**config.mk**
```make
export PLATFORM = sky130hd
export DESIGN_NAME = gfbl_out_skid_flat
export DESIGN_NICKNAME = d
export VERILOG_FILES = /design/src/rtl/gfbl_pkg.sv /design/src/rtl/gfbl_if.sv /design/src/rtl/gfbl_out_skid.sv /design/src/flat_wrapper.sv
export SDC_FILE = /design/constraint.sdc
export NUM_CORES = 1
export LEC_CHECK = 0
export BUFFER_PORTS_ARGS = -buffer_cell sky130_fd_sc_hd__buf_2
export CAP_MARGIN = 10
export CORE_ASPECT_RATIO = 0.6
export CORE_MARGIN = 2
export CORE_UTILIZATION = 45
export CTS_BUF_LIST = sky130_fd_sc_hd__clkbuf_8
export CTS_CLUSTER_SIZE = 14
export DETAILED_ROUTE_END_ITERATION = 12
export GPL_ROUTABILITY_DRIVEN = 0
export PLACE_DENSITY = 0.69
export SYNTH_ARGS = -nofsm -noshare
export SYNTH_HDL_FRONTEND = slang
export SYNTH_SLANG_ARGS = --single-unit
export TNS_END_PERCENT = 1
```
**constraint.sdc**
```tcl
create_clock -name i_clk -period 1.5 [get_ports i_clk]
set_input_delay 0.075 -clock i_clk [delete_from_list [all_inputs] [get_ports i_clk]]
set_output_delay 0.075 -clock i_clk [all_outputs]
set_load 0.02 [all_outputs]
```
**src/rtl/gfbl_pkg.sv**
```systemverilog
// Shared types and constants of the grouped free-block list unit.
package gfbl_pkg;

    localparam int NUM_BLOCKS = 1024;
    localparam int GROUP_SIZE = 16;

    localparam int ID_W   = $clog2(NUM_BLOCKS);
    localparam int IDX_W  = $clog2(GROUP_SIZE);
    localparam int CNT_W  = $clog2(GROUP_SIZE + 1);
    localparam int WORD_W = GROUP_SIZE * ID_W + CNT_W;

    typedef logic [ID_W-1:0]   t_id;
    typedef logic [IDX_W-1:0]  t_idx;
    typedef logic [CNT_W-1:0]  t_cnt;
    typedef logic [WORD_W-1:0] t_word;

    typedef enum logic {
        OP_FREE  = 1'b0,
        OP_ALLOC = 1'b1
    } t_op;

    typedef enum logic {
        ST_OK    = 1'b0,
        ST_EMPTY = 1'b1
    } t_status;

    typedef struct packed {
        t_op operation;
        t_id block_id;
    } t_req;

    typedef struct packed {
        t_status status;
        t_id     granted_block;
    } t_rsp;

endpackage

```
**src/rtl/gfbl_if.sv**
```systemverilog


interface gfbl_rsp_if;
    import gfbl_pkg::*;

    logic valid;
    logic ready;
    t_rsp data;

    modport source (output valid, output data, input ready);
    modport sink (input valid, input data, output ready);
endinterface

```
**src/rtl/gfbl_out_skid.sv**
```systemverilog
// Two-entry response buffer: output register plus skid register.
module gfbl_out_skid (
    input  logic           i_clk,
    input  logic           i_rst_n,
    input  logic           i_push,
    input  gfbl_pkg::t_rsp i_data,
    output logic           o_full,
    gfbl_rsp_if.source     o_rsp
);
    import gfbl_pkg::*;

    logic r_out_valid;
    logic r_skid_valid;
    t_rsp r_out_data;
    t_rsp r_skid_data;
    logic pop;

    assign pop         = r_out_valid && o_rsp.ready;
    assign o_full      = r_skid_valid;
    assign o_rsp.valid = r_out_valid;
    assign o_rsp.data  = r_out_data;

    // A push is only offered while the skid register is empty.
    always_ff @(posedge i_clk) begin
        if (!i_rst_n) begin
            r_out_valid  <= 1'b0;
            r_skid_valid <= 1'b0;
        end else begin
            if (pop) begin
                if (r_skid_valid) begin
                    r_out_data   <= r_skid_data;
                    r_skid_valid <= i_push;
                    if (i_push) begin
                        r_skid_data <= i_data;
                    end
                end else begin
                    r_out_valid <= i_push;
                    if (i_push) begin
                        r_out_data <= i_data;
                    end
                end
            end else if (!r_out_valid) begin
                r_out_valid <= i_push;
                if (i_push) begin
                    r_out_data <= i_data;
                end
            end else if (i_push) begin
                r_skid_data  <= i_data;
                r_skid_valid <= 1'b1;
            end
        end
    end

endmodule

```
**src/flat_wrapper.sv**
```systemverilog
// flat-port wrapper written by rule: the top's interface ports become plain ports
module gfbl_out_skid_flat import gfbl_pkg::*;
  (i_clk, i_rst_n, i_push, i_data, o_full, o_rsp_valid, o_rsp_data, o_rsp_ready);
  gfbl_rsp_if o_rsp_i ();
  input  logic i_clk;
  input  logic i_rst_n;
  input  logic i_push;
  input  gfbl_pkg::t_rsp i_data;
  output logic o_full;
  output wire logic [$bits(o_rsp_i.valid)-1:0] o_rsp_valid;
  output wire logic [$bits(o_rsp_i.data)-1:0] o_rsp_data;
  input wire logic [$bits(o_rsp_i.ready)-1:0] o_rsp_ready;
  assign o_rsp_valid = o_rsp_i.valid;
  assign o_rsp_data = o_rsp_i.data;
  assign o_rsp_i.ready = o_rsp_ready;
  gfbl_out_skid u_core (.i_clk(i_clk), .i_rst_n(i_rst_n), .i_push(i_push), .i_data(i_data), .o_full(o_full), .o_rsp(o_rsp_i));
endmodule
```
# Word level (Yosys, flattened, before mapping)
# Index checks and enable logic that the tools add are counted.
# totals
word_cells	30
inputBits	15
regBits	24
# op_classes
reduce_logical	6
n_mux	15
n_eq_ne	3
# op_table
op	n
11-bit two-way mux	8
1-bit two-way mux	7
2-bit != test (second input constant)	2
2-bit AND reduction	2
2-bit nonzero test	2
3-bit AND reduction	1
2-bit by 1-bit != test with 1-bit output (second input constant)	1
1-bit logical AND	1

# Longest topological paths before layout
# Gate-level depths: netlist (run 1).
# logic_depth
ltp_word	3
ltp_mapped	4
ltp_nobuf	3

# Worst setup path after synthesis (run 1)
# Ideal clock, no wire load.
# synth_path
path_kind	register -> register
startpoint	register u_core.r_out_valid (netlist: u_core.o_rsp.valid)
endpoint	register u_core.r_out_data (netlist bit u_core.o_rsp.data[0]), enable pin
synth_period_minus_slack_ns	1.682
stages_incl_launch_ff	2
t_arrival_ns	1.286
setup_slack_ns	-0.182
cell_sequence	dfxtp_1 -> a21boi_0
# synth_via
elab_chain_cells	3
# synth_lines
item	line_no	text
start: declaration	gfbl_out_skid.sv:12	logic r_out_valid;
start signal: assignment	gfbl_out_skid.sv:37	r_out_valid <= i_push;
start signal: assignment	gfbl_out_skid.sv:43	r_out_valid <= i_push;
1-bit logical AND	gfbl_out_skid.sv:18	assign pop = r_out_valid && o_rsp.ready;
2-bit != test (no source line) (*)	-	
2-bit AND reduction (no source line) (*)	-	
end signal: assignment	gfbl_out_skid.sv:31	r_out_data <= r_skid_data;
end signal: assignment	gfbl_out_skid.sv:39	r_out_data <= i_data;
end signal: assignment	gfbl_out_skid.sv:45	r_out_data <= i_data;
end: declaration	gfbl_out_skid.sv:14	t_rsp r_out_data;
# Mark *: on every way between the ends. The rest lies on a longest branch, timed or not.
# A chain may end at the register's enable or synchronous reset.

# Final worst setup path (run 1)
# layout_path
startpoint	register u_core.r_out_valid (netlist: u_core.o_rsp.valid)
endpoint	register u_core.r_skid_data[4] in the netlist's numbering, enable pin
# layout_via
elab_chain_cells	3
word_cells_on_any_way	4
classes_between	1 x eq/ne; 3 x reduce/logical
# layout_lines
item	line_no	text
1-bit logical AND	gfbl_out_skid.sv:18	
2-bit by 1-bit != test with 1-bit output (no source line) or 2-bit nonzero test (tied branches)	-	
3-bit AND reduction (no source line) (*)	-	
end signal: assignment	gfbl_out_skid.sv:34	r_skid_data <= i_data;
end signal: assignment	gfbl_out_skid.sv:48	r_skid_data <= i_data;
end: declaration	gfbl_out_skid.sv:15	t_rsp r_skid_data;
# Marked as above.

==> impl_metrics.ini, run 1 <==
[run_status]
outcome = completed

[layout]
n_antenna_cell = 0
layoutNonFillerInstCount = 142
utilization_pct = 61.9
final_cell_mix = 27 x buf_2, 22 x edfxtp_1, 12 x nand2_1
fin_nets = 128
drive_above_1_share_pct = 33.9
areaGrowthSynthToFinish_pct = 30.3
finalInstanceArea_sq_um = 1340
final_common_cell = buf_2

[timing]
setup_tns_ns = 0
maxSlewViolCount = 0
worstMarginPinSlew_ns = 0.221
hold_viol = 0
period_needed_ns = 1.16
rsz0062_at_grt = no
fin_skew_ns = 0.00895
final.period_utilization_pct = 77.4
relSlewSlack_pct = 85.1
finalSetupViolations = 0
fmax_ghz = 0.862

[synth]
yosysUniqueCellTypes = 17
synth_nets = 88
avgSynthCellArea_sq_um = 14.1
synth_top_area_share_pct = 64.3
synth-seq-cells = 24
synth.area.top_cells = edfxtp_1 64%, mux2i_1 11%, o21ai_1 4.4%
netlist_instances = 73
netlist_area_sq_um = 1030
synth_seq_area_share_pct = 68.2
netlist.top_cell.by_area = edfxtp_1
ys_warn_count = 0

[global_route]
grt_pass1_wl_um = 2750
grt_use_total_pct = 15.0
antenna_found_initial = 0
overflow = 0
grt_pass1_vias = 575
grt_max_degree = 23

[floorplan]
die_x_um = 65.7
fp.dieArea_sq_um = 2690
core_sq_um = 2160
start_util_pct = 47.5
ios = 28
die_y_um = 41.0
row_count = 13

[worst_setup_path]
cp-end-kind = register
critical_path_arrival_ns = 1.13
setup.worst_path.class = register to register
startpoint_type = register
crit_required_ns = 1.47
slowest_delay_ns = 0.41
critPathSlowestCell = dfxtp_1
path_max_fanout = 11
cp_cell_sequence = o21ai_0, nor2_1, buf_4

[power]
irDropWorstVdd_mv = 0.671
seq_power_share_pct = 51.5
clockPowerShare_pct = 37.0
power_frac_comb_pct = 11.5
p_total_w = 0.00153
p_leak_nw = 0.537
power.share.switching_pct = 21.2
p_switching_w = 0.000323
p_int_w = 0.00121
power.density_nw_per_um2 = 1140

[route]
drcViolationCount = 0
drtAntennaViolNets = 0
vias = 684
drtIter0Drc = 35
routedWlPerCell_um = 13.0
vias_per_cell = 4.82
wirelength_um = 1850
drt-pass1-iter-count = 4

[cts]
numClockSinks = 24
clockBufferDepth = 2
cts_root_buffer = clkbuf_8
tritoncts = yes
clk_pin_slew_ns = 0.09
htreeDepth = 1
cts_resized = 0
numCtsBuffers = 3
clk_latency_ns = 0.27

[placement]
dp.final_hpwl_um = 1270
placed_cell_area_sq_um = 1180
dp_cells = 129
io_buffer_count = 27

[run]
drv_cap = 0

[worst_hold_path]
hold_class = input pin to register
==> kinds of logic (layout without fill, tap and decap cells) <==
group	after synthesis	after routing	synth area share [%]
multiplexers	11	11	10.7
flip-flops	24	24	68.2
AND/OR/NAND/NOR	16	16	6.94
AO/OA/AOI/OAI	16	16	9.01
buffers and inverters	6	45	5.12
==> per-stage QoR <==
step	worst slack, ns	hold WS [ns]
3_5_place_dp	0.358	0.271
3_3_place_gp	0.392	0.265
2_1_floorplan	-0.0475	0.174
6_report	0.340	0.00615
4_1_cts	0.350	0.000585
5_1_grt	0.249	0.00565
==> cells in the mapped netlist <==
library cell,n
o21ai_1,9
buf_8,1
nand2_2,1
edfxtp_1,22
dfxtp_1,2
and3_4,1
nor2_1,1
inv_1,2
mux2i_1,11
nand2_1,12
a21oi_1,1
buf_4,1
nand3_1,1
o21ai_2,2
buf_6,2
a21boi_0,2
o21ai_0,2
==> sequential cells by signal (all words and copies together), names as in the netlist <==
name,flops
u_core.o_full,1
u_core.o_rsp.valid,1
u_core.r_skid_data,11
u_core.o_rsp.data,11
==> area by class of cell <==
type	count	area, sq um
clock buffers	3	41.3
repair buffers	39	248
well taps	30	37.5
flip-flops and latches	24	701
inverters	2	7.51
multi-input cells	43	274
clock inverters	1	30.0
fillers	176	825
==> power groups by stage <==
stage                     registers, W   logic, W  clock network (W)
after global placement        0.000801   0.000156                  0
final                         0.000788   0.000175           0.000566
after CTS                     0.000788   0.000175           0.000577
after global routing          0.000793   0.000192           0.000602
after floorplan               0.000835  0.0000649                  0
after detailed placement      0.000802   0.000160                  0
==> worst max-delay path: cells and delay by family (launching register included) <==
family | cells | cell delay (ns)
AND/OR/NAND/NOR | 1 | 0.12
AO/OA/AOI/OAI | 1 | 0.14
flip-flops | 1 | 0.41
buffers and inverters | 1 | 0.20
==> per-layer routing <==
metal	GRT usage (%)	vias up	part of all wire, %
met5	0	-	0
met4	3.13	0	0
met3	5.77	0	8.5
met2	22.5	33	42
met1	21.1	303	49
li1	-	348	-
==> path summary, 6_finish.rpt <==
kind | start | endpoint | slack [ns] | cells past startpoint
worst max-delay path | u_core.o_rsp.valid | u_core.r_skid_data[4] | 0.34 | 3
worst min-delay path | i_data[0] | u_core.r_skid_data[0] | 0.006 | 1
worst max register to register | u_core.o_rsp.valid | u_core.r_skid_data[4] | 0.34 | 3
worst min register to register | u_core.r_skid_data[7] | u_core.o_rsp.data[7] | 0.53 | 2
==> repair_timing <==
item | 4_1_cts | 5_1_grt
endpoints found under the setup margin | 0 | 0
endpoints found under the hold margin | 8 | 1
setup buffers | 0 | 0
hold buffers | 8 | 1
Note: power is estimated with default switching activity, not from simulation.
==> run 2: changes to the inputs <==
ABC_AREA = 1   (was unset)
clock period = 0.9 ns   (was 1.5 ns; I/O delays follow)
==> impl_metrics.ini, run 2 <==
[synth]
synth.area.top_cells = edfxtp_1 63%, nand2_1 26%, dfxtp_1 3.8%
yosysUniqueCellTypes = 13
synth.most_common_cell = nand2_1
synth_common_cells = 73 x nand2_1, 22 x edfxtp_1, 2 x buf_4, 2 x dfxtp_1, 2 x inv_2
async_flop_share_pct = 0
synthFlopType = edfxtp_1
synth_nets = 124
ys_warn_count = 0
synth_seq_area_share_pct = 66.5
synth_top_area_share_pct = 62.7
avgSynthCellArea_sq_um = 9.67
netlist.top_cell.by_area = edfxtp_1
synth_edf_count = 22
netlist_instances = 109
synth-seq-cells = 24
netlist_area_sq_um = 1050

[cts]
numClockSinks = 24
numCtsBuffers = 3
cts_root_buffer = clkbuf_8
clk_pin_slew_ns = 0.08
clockBufferDepth = 2
htreeDepth = 1
clk_latency_ns = 0.27
tritoncts = yes

[global_route]
grt_max_degree = 15
grt_pass1_wl_um = 3840
grt_pass1_vias = 794
grt_use_total_pct = 19.3
overflow = 0
antenna_found_initial = 0

[layout]
fin_nets = 173
areaGrowthSynthToFinish_pct = 45.7
drive_above_1_share_pct = 32.5
final_cell_mix = 70 x nand2_1, 24 x buf_2, 22 x edfxtp_1
n_antenna_cell = 0
finalInstanceArea_sq_um = 1540
final_common_cell = nand2_1
utilization_pct = 69.9

[route]
wirelength_um = 2400
vias_per_cell = 4.62
drtAntennaViolNets = 0
drcViolationCount = 0
drt-pass1-iter-count = 4
vias = 864
drtIter0Drc = 31
routedWlPerCell_um = 12.8

[worst_setup_path]
cp_cell_sequence = nand3_4, a21oi_4, buf_6
critical_path_arrival_ns = 1.08
startpoint_type = register
setup.worst_path.class = register to register
cp-end-kind = register
crit_required_ns = 0.89
critPathSlowestCell = dfxtp_4
setup.worst_path.start = u_core.o_rsp.valid
r2r_start = u_core.o_rsp.valid
slowest_delay_ns = 0.39
path_max_fanout = 7

[timing]
layout_setup_ws_ns = -0.188
setup_tns_ns = -4.34
fmax_ghz = 0.919
finalSetupViolations = 37
fin_skew_ns = 0.00132
period_needed_ns = 1.09
maxSlewViolCount = 0
hold_slack_ns = 0.0315
relSlewSlack_pct = 84.6
final.period_utilization_pct = 121
rsz0062_at_grt = yes
worstMarginPinSlew_ns = 0.231
hold_viol = 0

[floorplan]
ios = 28
die_y_um = 41.5
die_x_um = 66.5
fp.dieArea_sq_um = 2760
start_util_pct = 48.0
core_sq_um = 2200
row_count = 13

[run_status]
violations = negative setup slack
outcome = finished, violations left

[run]
drv_cap = 0

[placement]
io_buffer_count = 27
dp.final_hpwl_um = 1620
dp_slack_ns = -0.204
placed_cell_area_sq_um = 1300

[worst_hold_path]
worstHoldStart = i_rst_n
hold_class = input pin to register

[power]
irDropWorstVdd_mv = 0.858
p_leak_nw = 0.712
power.density_nw_per_um2 = 1700
-- run 2: cell types whose count changed in the layout (fill, tap and decap cells not counted), sizes merged, moves of 2 or more --
cell / before / now
o21ai: 13 / 1
nand2: 13 / 73
mux2i: 11 / 0
buf: 30 / 37
dlygate4sd3: 9 / 11
-- run 2: final timing paths --
kind / slack (ns) / cells past startpoint / endpoint
min reg2reg: 0.52 / 2 / u_core.o_rsp.data[9]
min: 0.03 / 3 / u_core.o_full
max: -0.19 / 3 / u_core.r_skid_data[3]
max reg2reg: -0.19 / 3 / u_core.r_skid_data[3]
-- run 2: area by class of cell --
type                       count  area, sq um
sequential                    24          708
fill                         171          661
timing repair buffer          48          363
multi-input combinational     78          337
clock buffer                   3         41.3
tap                           30         37.5
clock inverter                 1         30.0
inverter                       3         18.8
-- run 2: kinds of logic (layout without fill, tap and decap cells) --
group                  Yosys count  in the layout  share of synthesized area (%)
AOI/OAI and AO/OA                4              4                           2.49
buffers and inverters            7             55                           4.04
DFF                             24             24                           66.5
and+or+nand+nor                 74             74                           27.0
-- run 2: worst max-delay path, delay by kind of cell (launching register included) --
kind | cells | cell delay, ns
and+or+nand+nor | 1 | 0.10
DFF | 1 | 0.39
buffers and inverters | 1 | 0.15
AOI/OAI and AO/OA | 1 | 0.17
-- run 2: layer usage --
layer / up-vias / GRT usage (%) / share of wire [%]
met2: 27 / 30.6 / 48
met4: 0 / 3.67 / 0.29
li1: 446 / - / -
met1: 389 / 26.3 / 46
met3: 2 / 6.50 / 5.5
met5: - / 0 / 0
-- run 2: timing repair --
item                                   4_1_cts  5_1_grt
hold buffers                                11        0
pin swaps                                    1        0
endpoints found under the hold margin       11        0
setup endpoints to repair                   39       46
gates cloned                                 0        0
resized for setup                           10        5
setup buffers                                1        0
-- run 2: power by group --
group | leakage, nW | internal [W] | switching [W]
clock | 0.0357 | 0.000595 | 0.000347
sequential | 0.225 | 0.00128 | 0.0000306
combinational | 0.451 | 0.000161 | 0.000200
-- run 2: through the flow --
step                cells  total power (W)
detailed placement    171          0.00164
floorplan             109          0.00151
CTS                   187          0.00262
global placement      171          0.00163
finish                187          0.00261
global route          187          0.00273
==> run 3: changes to the inputs <==
SETUP_SLACK_MARGIN = 0.02   (was unset)
==> impl_metrics.ini, run 3 (synthesized netlist as in run 2, its figures left out) <==
[power]
power.share.switching_pct = 22.2
power.density_nw_per_um2 = 1680
power_frac_comb_pct = 14.4
irDropWorstVdd_mv = 0.985
p_switching_w = 0.000586
seq_power_share_pct = 49.7
clockPowerShare_pct = 35.9
p_leak_nw = 0.724
p_int_w = 0.00206

[timing]
fmax_ghz = 0.918
hold_viol = 0
fin_skew_ns = 0.00119
hold_slack_ns = 0.0139
worstMarginPinSlew_ns = 0.230
rsz0062_at_grt = yes
relSlewSlack_pct = 84.6
final.period_utilization_pct = 121
period_needed_ns = 1.09
layout_setup_ws_ns = -0.190
finalSetupViolations = 36
maxSlewViolCount = 0

[worst_setup_path]
setup.worst_path.class = register to register
cp_cell_sequence = nand3_4, a21oi_4, buf_6
critical_path_arrival_ns = 1.08
cp-end-kind = register
critPathSlowestCell = dfxtp_4
path_max_fanout = 7
crit_required_ns = 0.89
slowest_delay_ns = 0.39
r2r_slack_ns = -0.19
startpoint_type = register

[floorplan]
fp.dieArea_sq_um = 2760
die_y_um = 41.5
core_sq_um = 2200
ios = 28
start_util_pct = 48.0
row_count = 13
die_x_um = 66.5

[layout]
drive_above_1_share_pct = 31.8
final_common_cell = nand2_1
fin_nets = 173
final_cell_mix = 71 x nand2_1, 22 x edfxtp_1, 18 x buf_2
multiInputGateArea_sq_um = 334
seq_area_sq_um = 708
nFillCells = 161
layoutNonFillerInstCount = 187
areaGrowthSynthToFinish_pct = 49.1
n_antenna_cell = 0

[route]
vias = 869
wirelength_um = 2380
vias_per_cell = 4.65
drcViolationCount = 0
routedWlPerCell_um = 12.7
drtIter0Drc = 51
drt-pass1-iter-count = 4
drtAntennaViolNets = 0

[worst_hold_path]
hold_class = input pin to register

[global_route]
grt_pass1_wl_um = 3770
grt_max_degree = 15
overflow = 0
grt_use_total_pct = 19.0
grt_pass1_vias = 805
antenna_found_initial = 0

[cts]
cts_root_buffer = clkbuf_8
numClockSinks = 24
clk_pin_slew_ns = 0.08
tritoncts = yes
numCtsBuffers = 3
clk_latency_ns = 0.27
clockBufferDepth = 2
htreeDepth = 1

[placement]
dp.final_hpwl_um = 1620
io_buffer_count = 27
dp_cells = 171

[run_status]
violations = negative setup slack
outcome = finished, violations left

[run]
drv_cap = 0
## run 3: changes by cell type in the layout (fill, tap and decap cells not counted)
| cell | before | now |
|---|---|---|
| buf_2 | 24 | 18 |
| nand2_1 | 70 | 71 |
| buf_6 | 6 | 12 |
| nand2_2 | 3 | 2 |
## run 3: power groups by stage
stage | Sequential (W) | Clock (W) | Combinational (W)
after floorplan | 0.00139 | 0 | 0.000117
final | 0.00132 | 0.000949 | 0.000381
after global routing | 0.00132 | 0.00101 | 0.000420
after global placement | 0.00133 | 0 | 0.000296
after CTS | 0.00131 | 0.000959 | 0.000373
after detailed placement | 0.00133 | 0 | 0.000301
## run 3: path summary, 6_finish.rpt
check / from / to / cells after the start
worst min register to register: u_core.r_skid_data[9] / u_core.o_rsp.data[9] / 2
worst max register to register: u_core.o_rsp.valid / u_core.r_skid_data[3] / 3
worst max-delay path: u_core.o_rsp.valid / u_core.r_skid_data[3] / 3
worst min-delay path: i_rst_n / u_core.o_rsp.valid / 3
## run 3: through the flow
| stage | setup TNS (ns) | setup slack [ns] | cell area, sq um | total power [W] | utilization, % |
|---|---|---|---|---|---|
| 2_1_floorplan | -7.26 | -0.355 | 1090 | 0.00151 | - |
| 3_3_place_gp | -4.09 | -0.166 | 1300 | 0.00163 | 59.3 |
| 3_5_place_dp | -4.79 | -0.204 | 1300 | 0.00164 | 59.3 |
| 4_1_cts | -4.12 | -0.178 | 1550 | 0.00265 | 70.7 |
| 5_1_grt | -5.76 | -0.223 | 1570 | 0.00276 | 71.5 |
| 6_report | -4.32 | -0.190 | 1570 | 0.00265 | 71.5 |
## run 3: final cells by class
| type | count | share of cell area, % |
|---|---|---|
| Clock buffer | 3 | 2.63 |
| Clock inverter | 1 | 1.91 |
| Inverter | 3 | 1.20 |
| Multi-Input combinational cell | 78 | 21.3 |
| Sequential cell | 24 | 45.1 |
| Tap cell | 30 | 2.39 |
| Timing Repair Buffer | 48 | 25.5 |
## run 3: what timing repair did
action,CTS,global route
hold buffers,11,0
endpoints found under the hold margin,11,0
buffers inserted,1,0
pin swaps,1,0
gates resized for setup,20,6
endpoints found under the setup margin,44,47
## run 3: worst max-delay path, delay by kind of cell, from the launching register on
kind,cells,cell delay (ns)
flip-flops,1,0.39
AND/OR/NAND/NOR,1,0.10
buffers and inverters,1,0.16
AO/OA/AOI/OAI,1,0.17
## run 3: layer usage
metal  routed length [um]  GRT usage (%)  up-vias
met2                 1120           30.2       33
met5                    0              0        -
met4                    7           4.08        0
met3                  151           6.78        2
li1                     -              -      446
met1                 1100           25.3      388
